$ cat src/assert_macros.svh
// Assertion helpers shared by the keypad entry RTL.
// Each macro expects clk and rst_n in the scope where it is used.
`ifndef ASSERT_MACROS_SVH
`define ASSERT_MACROS_SVH

// Property that must hold at every clock edge outside reset.
`define KPD_ASSERT(lbl, prop, msg) \
  lbl: assert property (@(posedge clk) disable iff (!rst_n) (prop)) else $error(msg);

// Same-cycle implication.
`define KPD_ASSERT_IMPL(lbl, ante, cons, msg) \
  lbl: assert property (@(posedge clk) disable iff (!rst_n) (ante) |-> (cons)) \
    else $error(msg);

// Next-cycle implication.
`define KPD_ASSERT_NEXT(lbl, ante, cons, msg) \
  lbl: assert property (@(posedge clk) disable iff (!rst_n) (ante) |=> (cons)) \
    else $error(msg);

`endif

$ cat src/kpd_pkg.sv
// ----------------------------------------------------------------------------
// kpd_pkg
// Types, codes and the key map shared by the keypad scanner and entry logic.
// ----------------------------------------------------------------------------
`timescale 1ns / 1ps

package kpd_pkg;

  localparam int KEYS_HELD_DEF = 4;
  localparam int KEY_SLOTS     = 4;
  localparam int GAP_W         = 16;
  localparam logic [GAP_W-1:0] SHORT_GAP_RST  = 16'd500;
  localparam logic [GAP_W-1:0] REPEAT_GAP_RST = 16'd1000;
  localparam logic [GAP_W-1:0] ELAPSED_MAX    = 16'hffff;
  localparam logic [2:0]       NONE_POS       = 3'h7;

  typedef enum logic [1:0] {
    REQ_SCAN  = 2'd0,
    REQ_MS    = 2'd1,
    REQ_ROW   = 2'd2,
    REQ_CLEAR = 2'd3
  } req_t;

  typedef enum logic {
    CFG_SHORT_GAP  = 1'b0,
    CFG_REPEAT_GAP = 1'b1
  } cfg_idx_t;

  typedef struct packed {
    logic [2:0]                 column_drive;
    logic                       asleep;
    logic [2:0]                 key_count;
    logic [KEY_SLOTS-1:0][7:0]  keys;
    logic                       accepted;
  } result_t;

  function automatic logic [7:0] key_code(input logic [1:0] row, input logic [1:0] col);
    logic [7:0] code;
    code = 8'h00;
    case ({row, col})
      4'b00_00: code = "#";
      4'b00_01: code = "0";
      4'b00_10: code = "*";
      4'b01_00: code = "9";
      4'b01_01: code = "8";
      4'b01_10: code = "7";
      4'b10_00: code = "6";
      4'b10_01: code = "5";
      4'b10_10: code = "4";
      4'b11_00: code = "3";
      4'b11_01: code = "2";
      4'b11_10: code = "1";
      default:  code = 8'h00;
    endcase
    return code;
  endfunction

endpackage

$ cat src/kpd_core.sv
// ----------------------------------------------------------------------------
// kpd_core
// Scan phase, debounce timer, entry count and key store; one request per cycle.
// ----------------------------------------------------------------------------
`timescale 1ns / 1ps
`include "assert_macros.svh"

module kpd_core #(
  parameter int KEYS_HELD = kpd_pkg::KEYS_HELD_DEF
) (
  input  logic                     clk,
  input  logic                     rst_n,
  input  logic                     req_fire,
  input  logic [1:0]               req_type,
  input  logic [3:0]               row_hits,
  input  logic [kpd_pkg::GAP_W-1:0] short_gap,
  input  logic [kpd_pkg::GAP_W-1:0] repeat_gap,
  output kpd_pkg::result_t         result
);

  localparam int CntRaw = $clog2(KEYS_HELD + 2);
  localparam int CntW   = (CntRaw > 3) ? CntRaw : 3;
  localparam int IdxW   = (KEYS_HELD > 1) ? $clog2(KEYS_HELD) : 1;
  localparam int GapW   = kpd_pkg::GAP_W;
  localparam logic [CntW-1:0] CntHeld = CntW'(KEYS_HELD);
  localparam logic [CntW-1:0] CntFull = CntW'(KEYS_HELD + 1);

  logic [2:0]                  phase_r, phase_nxt;
  logic                        sleeping_r, sleeping_nxt;
  logic [CntW-1:0]             count_r, count_nxt;
  logic [2:0]                  prev_row_r, prev_row_nxt;
  logic [2:0]                  prev_col_r, prev_col_nxt;
  logic [kpd_pkg::GAP_W-1:0]   elapsed_r, elapsed_nxt;
  logic [7:0]                  store_r [KEYS_HELD];
  logic [7:0]                  store_nxt [KEYS_HELD];
  kpd_pkg::req_t               req;
  logic [1:0]                  col;
  logic [1:0]                  row;
  logic                        gap_ok;
  logic                        take;
  logic [IdxW-1:0]             wr_idx;
  logic [CntW-1:0]             held;
  logic [3:0]                  col_onehot;

  assign req    = kpd_pkg::req_t'(req_type);
  assign col    = phase_r[2:1];
  assign wr_idx = count_r[IdxW-1:0];

  always_comb begin
    if (row_hits[3]) begin
      row = 2'd3;
    end else if (row_hits[2]) begin
      row = 2'd2;
    end else if (row_hits[1]) begin
      row = 2'd1;
    end else begin
      row = 2'd0;
    end
  end

  assign gap_ok = (elapsed_r > short_gap) &&
                  ((elapsed_r > repeat_gap) || (prev_col_r != {1'b0, col}) ||
                   (prev_row_r != {1'b0, row}));

  always_comb begin
    phase_nxt    = phase_r;
    sleeping_nxt = sleeping_r;
    count_nxt    = count_r;
    prev_row_nxt = prev_row_r;
    prev_col_nxt = prev_col_r;
    elapsed_nxt  = elapsed_r;
    take         = 1'b0;
    case (req)
      kpd_pkg::REQ_SCAN: begin
        if (!sleeping_r && (count_r <= CntHeld)) begin
          phase_nxt = phase_r + 3'd1;
        end
      end
      kpd_pkg::REQ_MS: begin
        if (elapsed_r != kpd_pkg::ELAPSED_MAX) begin
          elapsed_nxt = elapsed_r + GapW'(1);
        end
      end
      kpd_pkg::REQ_ROW: begin
        if (sleeping_r) begin
          sleeping_nxt = 1'b0;
          count_nxt    = '0;
        end else if ((row_hits != 4'd0) && (col != 2'd3)) begin
          if (gap_ok) begin
            elapsed_nxt = '0;
            if (count_r < CntHeld) begin
              take      = 1'b1;
              count_nxt = count_r + CntW'(1);
            end else begin
              count_nxt = CntFull;
            end
          end
          prev_row_nxt = {1'b0, row};
          prev_col_nxt = {1'b0, col};
        end
      end
      kpd_pkg::REQ_CLEAR: begin
        sleeping_nxt = 1'b1;
        count_nxt    = '0;
      end
      default: begin
        phase_nxt = phase_r;
      end
    endcase
  end

  always_comb begin
    for (int e = 0; e < KEYS_HELD; e++) begin
      if (take && (wr_idx == IdxW'(e))) begin
        store_nxt[e] = kpd_pkg::key_code(row, col);
      end else begin
        store_nxt[e] = store_r[e];
      end
    end
  end

  always_ff @(posedge clk) begin
    if (!rst_n) begin
      phase_r    <= '0;
      sleeping_r <= 1'b1;
      count_r    <= '0;
      prev_row_r <= kpd_pkg::NONE_POS;
      prev_col_r <= kpd_pkg::NONE_POS;
      elapsed_r  <= '0;
    end else if (req_fire) begin
      phase_r    <= phase_nxt;
      sleeping_r <= sleeping_nxt;
      count_r    <= count_nxt;
      prev_row_r <= prev_row_nxt;
      prev_col_r <= prev_col_nxt;
      elapsed_r  <= elapsed_nxt;
    end
  end

  always_ff @(posedge clk) begin
    if (req_fire) begin
      for (int e = 0; e < KEYS_HELD; e++) begin
        store_r[e] <= store_nxt[e];
      end
    end
  end

  assign held       = sleeping_nxt ? '0 : ((count_nxt > CntHeld) ? CntHeld : count_nxt);
  assign col_onehot = 4'b0001 << phase_nxt[2:1];

  always_comb begin
    if (sleeping_nxt) begin
      result.column_drive = 3'b111;
    end else if (count_nxt > CntHeld) begin
      result.column_drive = 3'b000;
    end else if (phase_nxt[0]) begin
      result.column_drive = col_onehot[2:0];
    end else begin
      result.column_drive = 3'b000;
    end
  end

  assign result.asleep    = sleeping_nxt;
  assign result.key_count = sleeping_nxt ? 3'd0 : count_nxt[2:0];
  assign result.accepted  = take;

  for (genvar i = 0; i < kpd_pkg::KEY_SLOTS; i++) begin : g_slot
    if (i < KEYS_HELD) begin : g_held
      assign result.keys[i] = (CntW'(i) < held) ? store_nxt[i] : 8'h00;
    end else begin : g_empty
      assign result.keys[i] = 8'h00;
    end
  end

  `KPD_ASSERT(a_count_range, count_r <= CntFull, "entry count beyond full")
  `KPD_ASSERT_IMPL(a_sleep_empty, sleeping_r, count_r == '0, "count held while asleep")
  `KPD_ASSERT_NEXT(a_take_counts, req_fire && take,
                   count_r == CntW'($past(count_r) + 1'b1), "stored key not counted")

endmodule

$ cat src/kpd_out_stage.sv
// ----------------------------------------------------------------------------
// kpd_out_stage
// Result register with valid flag; refills in the cycle it is drained.
// ----------------------------------------------------------------------------
`timescale 1ns / 1ps
`include "assert_macros.svh"

module kpd_out_stage (
  input  logic             clk,
  input  logic             rst_n,
  input  logic             in_valid,
  output logic             in_ready,
  input  kpd_pkg::result_t result_in,
  output logic             out_valid,
  input  logic             out_ready,
  output kpd_pkg::result_t result_out
);

  logic             valid_r;
  kpd_pkg::result_t data_r;
  logic             load;

  assign in_ready = !valid_r || out_ready;
  assign load     = in_valid && in_ready;

  always_ff @(posedge clk) begin
    if (!rst_n) begin
      valid_r <= 1'b0;
    end else if (load) begin
      valid_r <= 1'b1;
    end else if (out_ready) begin
      valid_r <= 1'b0;
    end
  end

  always_ff @(posedge clk) begin
    if (load) begin
      data_r <= result_in;
    end
  end

  assign out_valid  = valid_r;
  assign result_out = data_r;

  `KPD_ASSERT_NEXT(a_load_shows, load, valid_r, "loaded result not presented")
  `KPD_ASSERT_NEXT(a_stall_holds, valid_r && !out_ready, data_r == $past(data_r),
                   "stalled result changed")
  `KPD_ASSERT_NEXT(a_drain_clears, valid_r && out_ready && !load, !valid_r,
                   "drained result still valid")

endmodule

$ cat src/keypad_scan_debounce_entry_unit.sv
// ----------------------------------------------------------------------------
// keypad_scan_debounce_entry_unit
// The result of an accepted request is registered and shown in the next cycle.
// Throughput: one request per cycle; the input stalls only while a result is held back.
// Reset (synchronous, active low): asleep, count zero, phase and timer zero,
// previous row and column none, gaps 500 and 1000 ms. Key store is not reset.
// ----------------------------------------------------------------------------
`timescale 1ns / 1ps

module keypad_scan_debounce_entry_unit #(
  parameter int KEYS_HELD = kpd_pkg::KEYS_HELD_DEF
) (
  input  logic                      clk,
  input  logic                      rst_n,
  input  logic                      cfg_we,
  input  logic                      cfg_index,
  input  logic [kpd_pkg::GAP_W-1:0] cfg_data,
  input  logic                      in_valid,
  output logic                      in_ready,
  input  logic [1:0]                in_req_type,
  input  logic [3:0]                in_row_hits,
  output logic                      out_valid,
  input  logic                      out_ready,
  output logic [2:0]                out_column_drive,
  output logic                      out_asleep,
  output logic [2:0]                out_key_count,
  output logic [7:0]                out_key_first,
  output logic [7:0]                out_key_second,
  output logic [7:0]                out_key_third,
  output logic [7:0]                out_key_fourth,
  output logic                      out_accepted
);

  logic [kpd_pkg::GAP_W-1:0] short_gap_r;
  logic [kpd_pkg::GAP_W-1:0] repeat_gap_r;
  kpd_pkg::result_t          core_result;
  kpd_pkg::result_t          out_result;
  logic                      in_fire;

  always_ff @(posedge clk) begin
    if (!rst_n) begin
      short_gap_r  <= kpd_pkg::SHORT_GAP_RST;
      repeat_gap_r <= kpd_pkg::REPEAT_GAP_RST;
    end else if (cfg_we) begin
      case (kpd_pkg::cfg_idx_t'(cfg_index))
        kpd_pkg::CFG_SHORT_GAP:  short_gap_r  <= cfg_data;
        kpd_pkg::CFG_REPEAT_GAP: repeat_gap_r <= cfg_data;
        default:                 short_gap_r  <= short_gap_r;
      endcase
    end
  end

  assign in_fire = in_valid && in_ready;

  kpd_core #(
    .KEYS_HELD(KEYS_HELD)
  ) u_core (
    .clk       (clk),
    .rst_n     (rst_n),
    .req_fire  (in_fire),
    .req_type  (in_req_type),
    .row_hits  (in_row_hits),
    .short_gap (short_gap_r),
    .repeat_gap(repeat_gap_r),
    .result    (core_result)
  );

  kpd_out_stage u_out (
    .clk       (clk),
    .rst_n     (rst_n),
    .in_valid  (in_valid),
    .in_ready  (in_ready),
    .result_in (core_result),
    .out_valid (out_valid),
    .out_ready (out_ready),
    .result_out(out_result)
  );

  assign out_column_drive = out_result.column_drive;
  assign out_asleep       = out_result.asleep;
  assign out_key_count    = out_result.key_count;
  assign out_key_first    = out_result.keys[0];
  assign out_key_second   = out_result.keys[1];
  assign out_key_third    = out_result.keys[2];
  assign out_key_fourth   = out_result.keys[3];
  assign out_accepted     = out_result.accepted;

endmodule

$ cat config.mk
export PLATFORM = sky130hd
export DESIGN_NAME = keypad_scan_debounce_entry_unit
export DESIGN_NICKNAME = d
export VERILOG_FILES = /design/src/kpd_pkg.sv /design/src/kpd_core.sv /design/src/kpd_out_stage.sv /design/src/keypad_scan_debounce_entry_unit.sv
export VERILOG_INCLUDE_DIRS = /design/src /design/src/src
export SDC_FILE = /design/constraint.sdc
export NUM_CORES = 1
export LEC_CHECK = 0
export BUFFER_PORTS_ARGS = -buffer_cell sky130_fd_sc_hd__buf_2
export CORE_MARGIN = 1
export CORE_UTILIZATION = 59
export DETAILED_ROUTE_END_ITERATION = 8
export PLACE_DENSITY = 0.86
export SYNTH_ARGS = -nofsm -noshare
export SYNTH_HDL_FRONTEND = slang
export SYNTH_SLANG_ARGS = --single-unit
$ cat constraint.sdc
create_clock -name clk -period 5.5 [get_ports clk]
set_input_delay 1.65 -clock clk [delete_from_list [all_inputs] [get_ports clk]]
set_output_delay 1.65 -clock clk [all_outputs]
set_load 0.02 [all_outputs]
After elaboration in Yosys (flattened, before gate mapping)
Memory sizes are Yosys's and may differ from the RTL's.
Cells that the tools add are included.
{"block": "word_totals", "register_bits": 102, "ramBits": 32, "rom_bits": 384, "in_bits": 28, "out_inout_bits": 42, "word_cells": 106, "mem_count": 5}
{"memory": "(no name shown)", "depth": 16, "word_bits": 6, "rd": 1, "rd_clocked_by_memory_dff": 0, "wr": 0, "line": "kpd_pkg.sv:40", "source": "case ({row, col})"}
{"memory": "(no name shown)", "depth": 16, "word_bits": 6, "rd": 1, "rd_clocked_by_memory_dff": 0, "wr": 0, "line": "kpd_pkg.sv:40"}
{"memory": "(no name shown)", "depth": 16, "word_bits": 6, "rd": 1, "rd_clocked_by_memory_dff": 0, "wr": 0, "line": "kpd_pkg.sv:40"}
{"memory": "(no name shown)", "depth": 16, "word_bits": 6, "rd": 1, "rd_clocked_by_memory_dff": 0, "wr": 0, "line": "kpd_pkg.sv:40"}
{"memory": "u_core.store_r", "depth": 4, "word_bits": 8, "rd": 4, "rd_clocked_by_memory_dff": 0, "wr": 4, "line": "kpd_core.sv:34", "source": "logic [7:0] store_r [KEYS_HELD];"}
{"block": "op_classes", "add_sub_neg": 3, "magnitude_cmp": 9, "eq_ne": 14, "shifts": 1, "muxes": 33, "bitwise_logic": 2, "n_reduce_logical": 22}
{"operator": "two-way mux 16 bit", "n": 4}
{"operator": "greater-than comparator 16 bit", "n": 2}
{"operator": "two-way mux 8 bit", "n": 4}
{"operator": "case mux 16 bit (2 select lines)", "n": 1}
{"operator": "two-way mux 3 bit", "n": 10}
{"operator": "adder 16 x 1 -> 16 bit (second input constant)", "n": 1}
{"operator": "inequality test 16 bit (second input constant)", "n": 1}
{"operator": "two-way mux 1 bit", "n": 10}
{"operator": "equality test 2 bit (second input constant)", "n": 4}
{"operator": "logical AND 1 bit", "n": 8}
{"operator": "adder 3 x 1 -> 3 bit (second input constant)", "n": 2}
{"operator": "less-than comparator 1 x 3 -> 1 bit (first input constant)", "n": 2}
{"operator": "less-than comparator 2 x 3 -> 1 bit (first input constant)", "n": 2}
{"operator": "inequality test 2 x 1 -> 1 bit (second input constant)", "n": 3}
{"operator": "inequality test 3 x 2 -> 1 bit", "n": 2}
{"operator": "case mux 3 bit (2 select lines)", "n": 1}
{"operator": "AND reduction 6 bit", "n": 1}
{"operator": "equality test 2 x 1 -> 1 bit (second input constant)", "n": 2}
{"operator": "zero test 2 bit", "n": 2}
{"operator": "two-way mux 2 bit", "n": 2}
{"operator": "inequality test 2 bit (second input constant)", "n": 2}
{"operator": "AND reduction 2 bit", "n": 2}
{"operator": "AND reduction 4 bit", "n": 1}
{"operator": "nonzero test 2 bit", "n": 2}
{"operator": "other kinds (9)", "n": 13}

Longest topological paths before layout
{"block": "depth", "depth_word": 14, "ltp_mapped": 12, "ltp_nobuf": 12}

Cells and area by module
Synthesis repeated with hierarchy kept, for this count alone.
{"block": "unflattened", "cells_unflattened": 628, "area_unflattened_um2": 6735.2}
{"mod": "kpd_core", "n_inst": 1, "cells_each": 448, "area_per_inst_um2": 4204.0, "seq_area_each_um2": 1521.5}
{"mod": "keypad_scan_debounce_entry_unit", "n_inst": 1, "cells_each": 135, "area_per_inst_um2": 1272.5, "seq_area_each_um2": 640.6}
{"mod": "kpd_out_stage", "n_inst": 1, "cells_each": 45, "area_per_inst_um2": 1258.7, "seq_area_each_um2": 1221.2}

Least setup slack after synthesis
Ideal clock, no wire load.
{"block": "synth_timing", "path_kind": "input port to flip-flop", "from": "input port out_ready", "to": "register u_core.elapsed_r[14] (netlist name)", "setup_ps": 128, "arrival_time_ps": 4982, "t_required_ps": 5372, "path_slack_ps": 391, "stages": 8, "path_buffers": 1, "cell_sequence": "nand2b_1 nand2_1 inv_1 o211ai_1 clkbuf_1 a2111oi_0 xnor2_1 nor2_1"}
{"block": "synth_via", "elab_chain_cells": 3}
{"element": "start, declared", "line": "keypad_scan_debounce_entry_unit.sv:23", "source": "input logic out_ready,"}
{"element": "logical OR 1 bit", "line": "kpd_out_stage.sv:23", "source": "assign in_ready = !valid_r || out_ready;"}
{"element": "logical AND 1 bit", "line": "keypad_scan_debounce_entry_unit.sv:53", "source": "assign in_fire = in_valid && in_ready;"}
{"element": "via in_fire", "line": "keypad_scan_debounce_entry_unit.sv:38", "source": "logic in_fire;"}
{"element": "AND reduction 6 bit (no line)"}
{"element": "end signal, assigned", "line": "kpd_core.sv:136", "source": "elapsed_r <= elapsed_nxt;"}
{"element": "end, declared", "line": "kpd_core.sv:33", "source": "logic [kpd_pkg::GAP_W-1:0] elapsed_r, elapsed_nxt;"}
The timed path passes the listed nets, and every way through them passes these cells.
A chain may end at the register's enable or synchronous reset.

Final worst setup path
{"block": "layout_timing", "from": "input port in_row_hits[1]", "to": "register u_out.data_r (netlist bit u_out.result_out[13]) (data pin)"}
{"block": "layout_via", "elab_chain_cells": 14, "elab_cells_between_ends": 23, "classes_between": "order compare: 2; eq/ne: 1; mux: 14; reduce/logical: 5; memory: 1"}
{"element": "start, declared", "line": "keypad_scan_debounce_entry_unit.sv:21", "source": "input logic [3:0] in_row_hits,"}
{"element": "two-way mux 1 bit", "line": "kpd_core.sv:54", "source": "end else if (row_hits[1]) begin"}
{"element": "two-way mux 2 bit", "line": "kpd_core.sv:52", "source": "end else if (row_hits[2]) begin"}
{"element": "two-way mux 2 bit", "line": "kpd_core.sv:50", "source": "if (row_hits[3]) begin"}
{"element": "inequality test 3 x 2 -> 1 bit", "line": "kpd_core.sv:63", "source": "(prev_row_r != {1'b0, row}));"}
{"element": "logical OR 1 bit", "line": "kpd_core.sv:62", "source": "((elapsed_r > repeat_gap) || (prev_col_r != {1'b0, col}) ||"}
{"element": "logical AND 1 bit", "line": "kpd_core.sv:61", "source": "assign gap_ok = (elapsed_r > short_gap) &&"}
{"element": "two-way mux 3 bit", "line": "kpd_core.sv:89", "source": "if (gap_ok) begin"}
{"element": "two-way mux 3 bit", "line": "kpd_core.sv:88", "source": "end else if ((row_hits != 4'd0) && (col != 2'd3)) begin"}
{"element": "two-way mux 3 bit", "line": "kpd_core.sv:85", "source": "if (sleeping_r) begin"}
{"element": "case mux 3 bit (2 select lines)", "line": "kpd_core.sv:73", "source": "case (req)"}
{"element": "greater-than comparator 3 bit", "line": "kpd_core.sv:148", "source": "assign held = sleeping_nxt ? '0 : ((count_nxt > CntHeld) ? CntHeld : count_nxt);"}
{"element": "two-way mux 3 bit (2 in series)", "line": "kpd_core.sv:148"}
{"element": "less-than comparator 1 x 3 -> 1 bit", "line": "kpd_core.sv:169", "source": "assign result.keys[i] = (CntW'(i) < held) ? store_nxt[i] : 8'h00;"}
{"element": "end signal, assigned", "line": "kpd_out_stage.sv:38", "source": "data_r <= result_in;"}
{"element": "end, declared", "line": "kpd_out_stage.sv:20", "source": "kpd_pkg::result_t data_r;"}
Parallel ways exist; a longest one is shown, timed or not.

==> impl_metrics.yaml <==
detailed_routing:
  drtAntennaViolNets: 0
  met3_length_microns: 1060
  firstDrtPassIters: 5
  routedLengthMet1_microns: 5730
  drt_iter0_drc: 386
  wl_per_cell_microns: 17.9
  wl_microns: 15200
  met2_wirelength_microns: 7900
  via_count: 5151
  drc: 0
  top_layer: "met4"
  drt-vias-per-instance: 6.05
timing:
  finalSetupViolations: 0
  finalHoldWorstSlack_ps: 452
  fmax_ghz: 0.253
  post-route-period-util_pct: 72.0
  slew_headroom_pct: 24.8
  skew_ps: 7.37
  tightestPinTransition_ps: 1130
  period_minus_slack_ps: 3960
  grt_setup_unrepaired: "no"
  setup-tns-final_ps: 0
  final_max_slew_viol_count: 0
  final-hold-violation-count: 0
placed_design:
  dp_hpwl_microns: 10200
  gp_congestion: 0.870
  port_buffers: 69
logic_synthesis:
  yosys_warnings: 0
  synth_edf_count: 72
  avgSynthCellArea_sq_um: 10.2
  synth_cell_types: 54
  ys_seq_area_share_pct: 52.3
  synth_area_sq_um: 6470
  ys_top_cells_by_area: "edfxtp_1, dfxtp_1, ha_1"
  synth-seq-cells: 133
  synthFlopType: "edfxtp_1"
  synth_area_leader_cell: "edfxtp_1"
  syn_inst: 634
  ys_async_sr_fraction_pct: 0
  syn_nets: 704
  synth_top_area_share_pct: 33.4
pwr:
  pwr-share-seq_pct: 44.6
  p_int_uw: 1930
  cellLeakagePower_uw: 0.00301
  p_per_area_nw_per_um2: 332
  p_clk_share_pct: 48.0
  p_comb_share_pct: 7.4
  netSwitchingFraction_pct: 22.5
  switchingPower_uw: 563
  max-vdd-ir-drop_uv: 196
clock_tree:
  root_buffer: "clkbuf_8"
  post_cts_buffers: 0
  clockBufferDepth: 2
  cts_buffers: 17
  cts_hold_buffers: 0
  h-tree-depth: 4
  cts_tree: "yes"
  cts_resized: 0
  clk_latency_ps: 520
  cts_num_sinks: 133
  clkSlewWorstSetupHoldPaths_ps: 60
floorplan:
  die_w_microns: 107
  die_h_microns: 107
  rows: 37
  ios: 70
  initial_core_util_pct: 61.9
  dieArea_sq_um: 11400
  core-area_sq_um: 10500
critical_path:
  crit_type: "in -> reg"
  worstPathArrival_ps: 4210
  cp_max_fo: 17
  cp_data_required_time_ps: 5750
  startpoint_type: "input port"
  worstSetupStartpoint: "in_row_hits[1]"
  worst_r2r_startpoint: "u_core.elapsed_r[13]"
  worst_r2r_endpoint: "u_out.result_out[21]"
  crit_path_end: "u_out.result_out[13]"
  worstRegToRegCells: 9
  r2r_slack_ps: 1710
  critPathCaptureType: "flip-flop"
run:
  drv_cap: 0
global_route:
  grt_pass1_vias: 5103
  antenna_found_initial: 0
  grtUsageTotal_pct: 28.1
  grt_overflow: 0
  grt_first_pass_wirelength_microns: 24600
  grt_max_degree: 76
hold_path:
  min_path_type: "reg -> reg"
finish:
  final_layout_size_suffix_gt1_share_pct: 18.6
  seq_area_sq_um: 3380
  final_common_cell: "nand2_1"
  layout-area-overhead-vs-synth_pct: 16.2
  fill_cells: 701
  nNetsFinal: 772
  antenna_cells: 0
  layout_common_cells: "nand2_1, edfxtp_1, buf_2"
  multi_input_area_sq_um: 2770
run_status:
  status: "complete, no violations"
## final cells by class
type | instances | area share, %
clock inverters | 15 | 2.79
repair buffers | 72 | 4.89
well taps | 136 | 2.26
clock buffers | 17 | 5.50
inverters | 55 | 2.74
multi-input cells | 423 | 36.8
flip-flops and latches | 133 | 45.0
## worst min-delay path by stage
stage,startpoint,endpoint,slack [ps],depth (start not counted)
6_report,repeat_gap_r[13],repeat_gap_r[13],450,2
5_1_grt,short_gap_r[15],short_gap_r[15],480,2
4_1_cts,short_gap_r[15],short_gap_r[15],460,2
3_5_place_dp,repeat_gap_r[13],repeat_gap_r[13],450,2
3_3_place_gp,short_gap_r[9],short_gap_r[9],450,2
2_1_floorplan,repeat_gap_r[10],repeat_gap_r[10],440,2
## cells in the mapped netlist (2+ instances only)
cell       number
a21boi_0        7
nor2b_1        14
nand3_1         7
and2_1         18
nand4_1         9
nand2_1        95
nor3_1          9
clkbuf_1       15
edfxtp_1       72
inv_1          53
ha_1           42
dfxtp_1        61
nand2b_1        7
o21ai_0        14
nor2_1         36
and3_1          3
o211ai_1       16
o31a_1          6
nor4_1          5
a31oi_1         3
a21bo_2         2
a21oi_1        50
buf_2           3
mux2_2         20
a21o_1          2
xnor2_1        13
mux2i_1         5
inv_2           2
a2111oi_0       8
a211oi_1        6
o21a_1          2
xor2_1          3
nand3b_1        2
buf_6           3
buf_1           2
## state kept, by name, summed over array words and instances, names as in the netlist
register,flops
u_out.out_valid,1
u_out.result_out,40
u_core.count_r,3
u_core.sleeping_r,1
u_core.elapsed_r,16
u_core.prev_row_r,2
u_core.phase_r,3
u_core.store_r,32
repeat_gap_r,16
short_gap_r,16
u_core.prev_col_r,3
## power by group through the flow
stage / clock network (uW) / registers [uW] / logic [uW]
detailed placement: 0 / 1130 / 178
finish: 1200 / 1110 / 184
global placement: 0 / 1130 / 168
global route: 1240 / 1120 / 201
floorplan: 0 / 1150 / 100
CTS: 1200 / 1110 / 183
## critical path: stages
cell and delay (ps):
buf_2 150, nor3_2 160, a21oi_1 60, or3_1 310, a2111o_1 450, o2111ai_1 430
o21ai_1 180, nand2_2 170, inv_2 170, a21oi_2 350, nor2b_1 120
## metrics by stage
| stage | power [uW] | utilization [%] | cell area, sq um | worst slack, ps | cells |
|---|---|---|---|---|---|
| finish | 2500 | 71.9 | 7520 | 1540 | 851 |
| global route | 2560 | 71.9 | 7520 | 1400 | 851 |
| CTS | 2490 | 71.9 | 7520 | 1570 | 851 |
| detailed placement | 1310 | 66.0 | 6900 | 1130 | 819 |
| global placement | 1300 | 66.0 | 6900 | 1280 | 819 |
| floorplan | 1250 | - | 6470 | 391 | 634 |
## cells by family (layout without fill, tap and decap cells)
kind of cell	Yosys count	after routing	synth area share, %
compound gates	129	129	13.1
flops	133	133	52.3
xor+xnor	16	16	2.16
mux	25	25	4.25
buf+inv	78	159	4.93
simple gates	211	211	15.1
fa+ha+maj	42	42	8.12
## per-layer routing
| metal | GRT usage (%) | vias up |
|---|---|---|
| met4 | 14.1 | 0 |
| met2 | 51.3 | 278 |
| met3 | 5.96 | 61 |
| met5 | 0 | - |
| li1 | - | 2375 |
| met1 | 30.8 | 2437 |
Power figures use the tool's default switching activity.
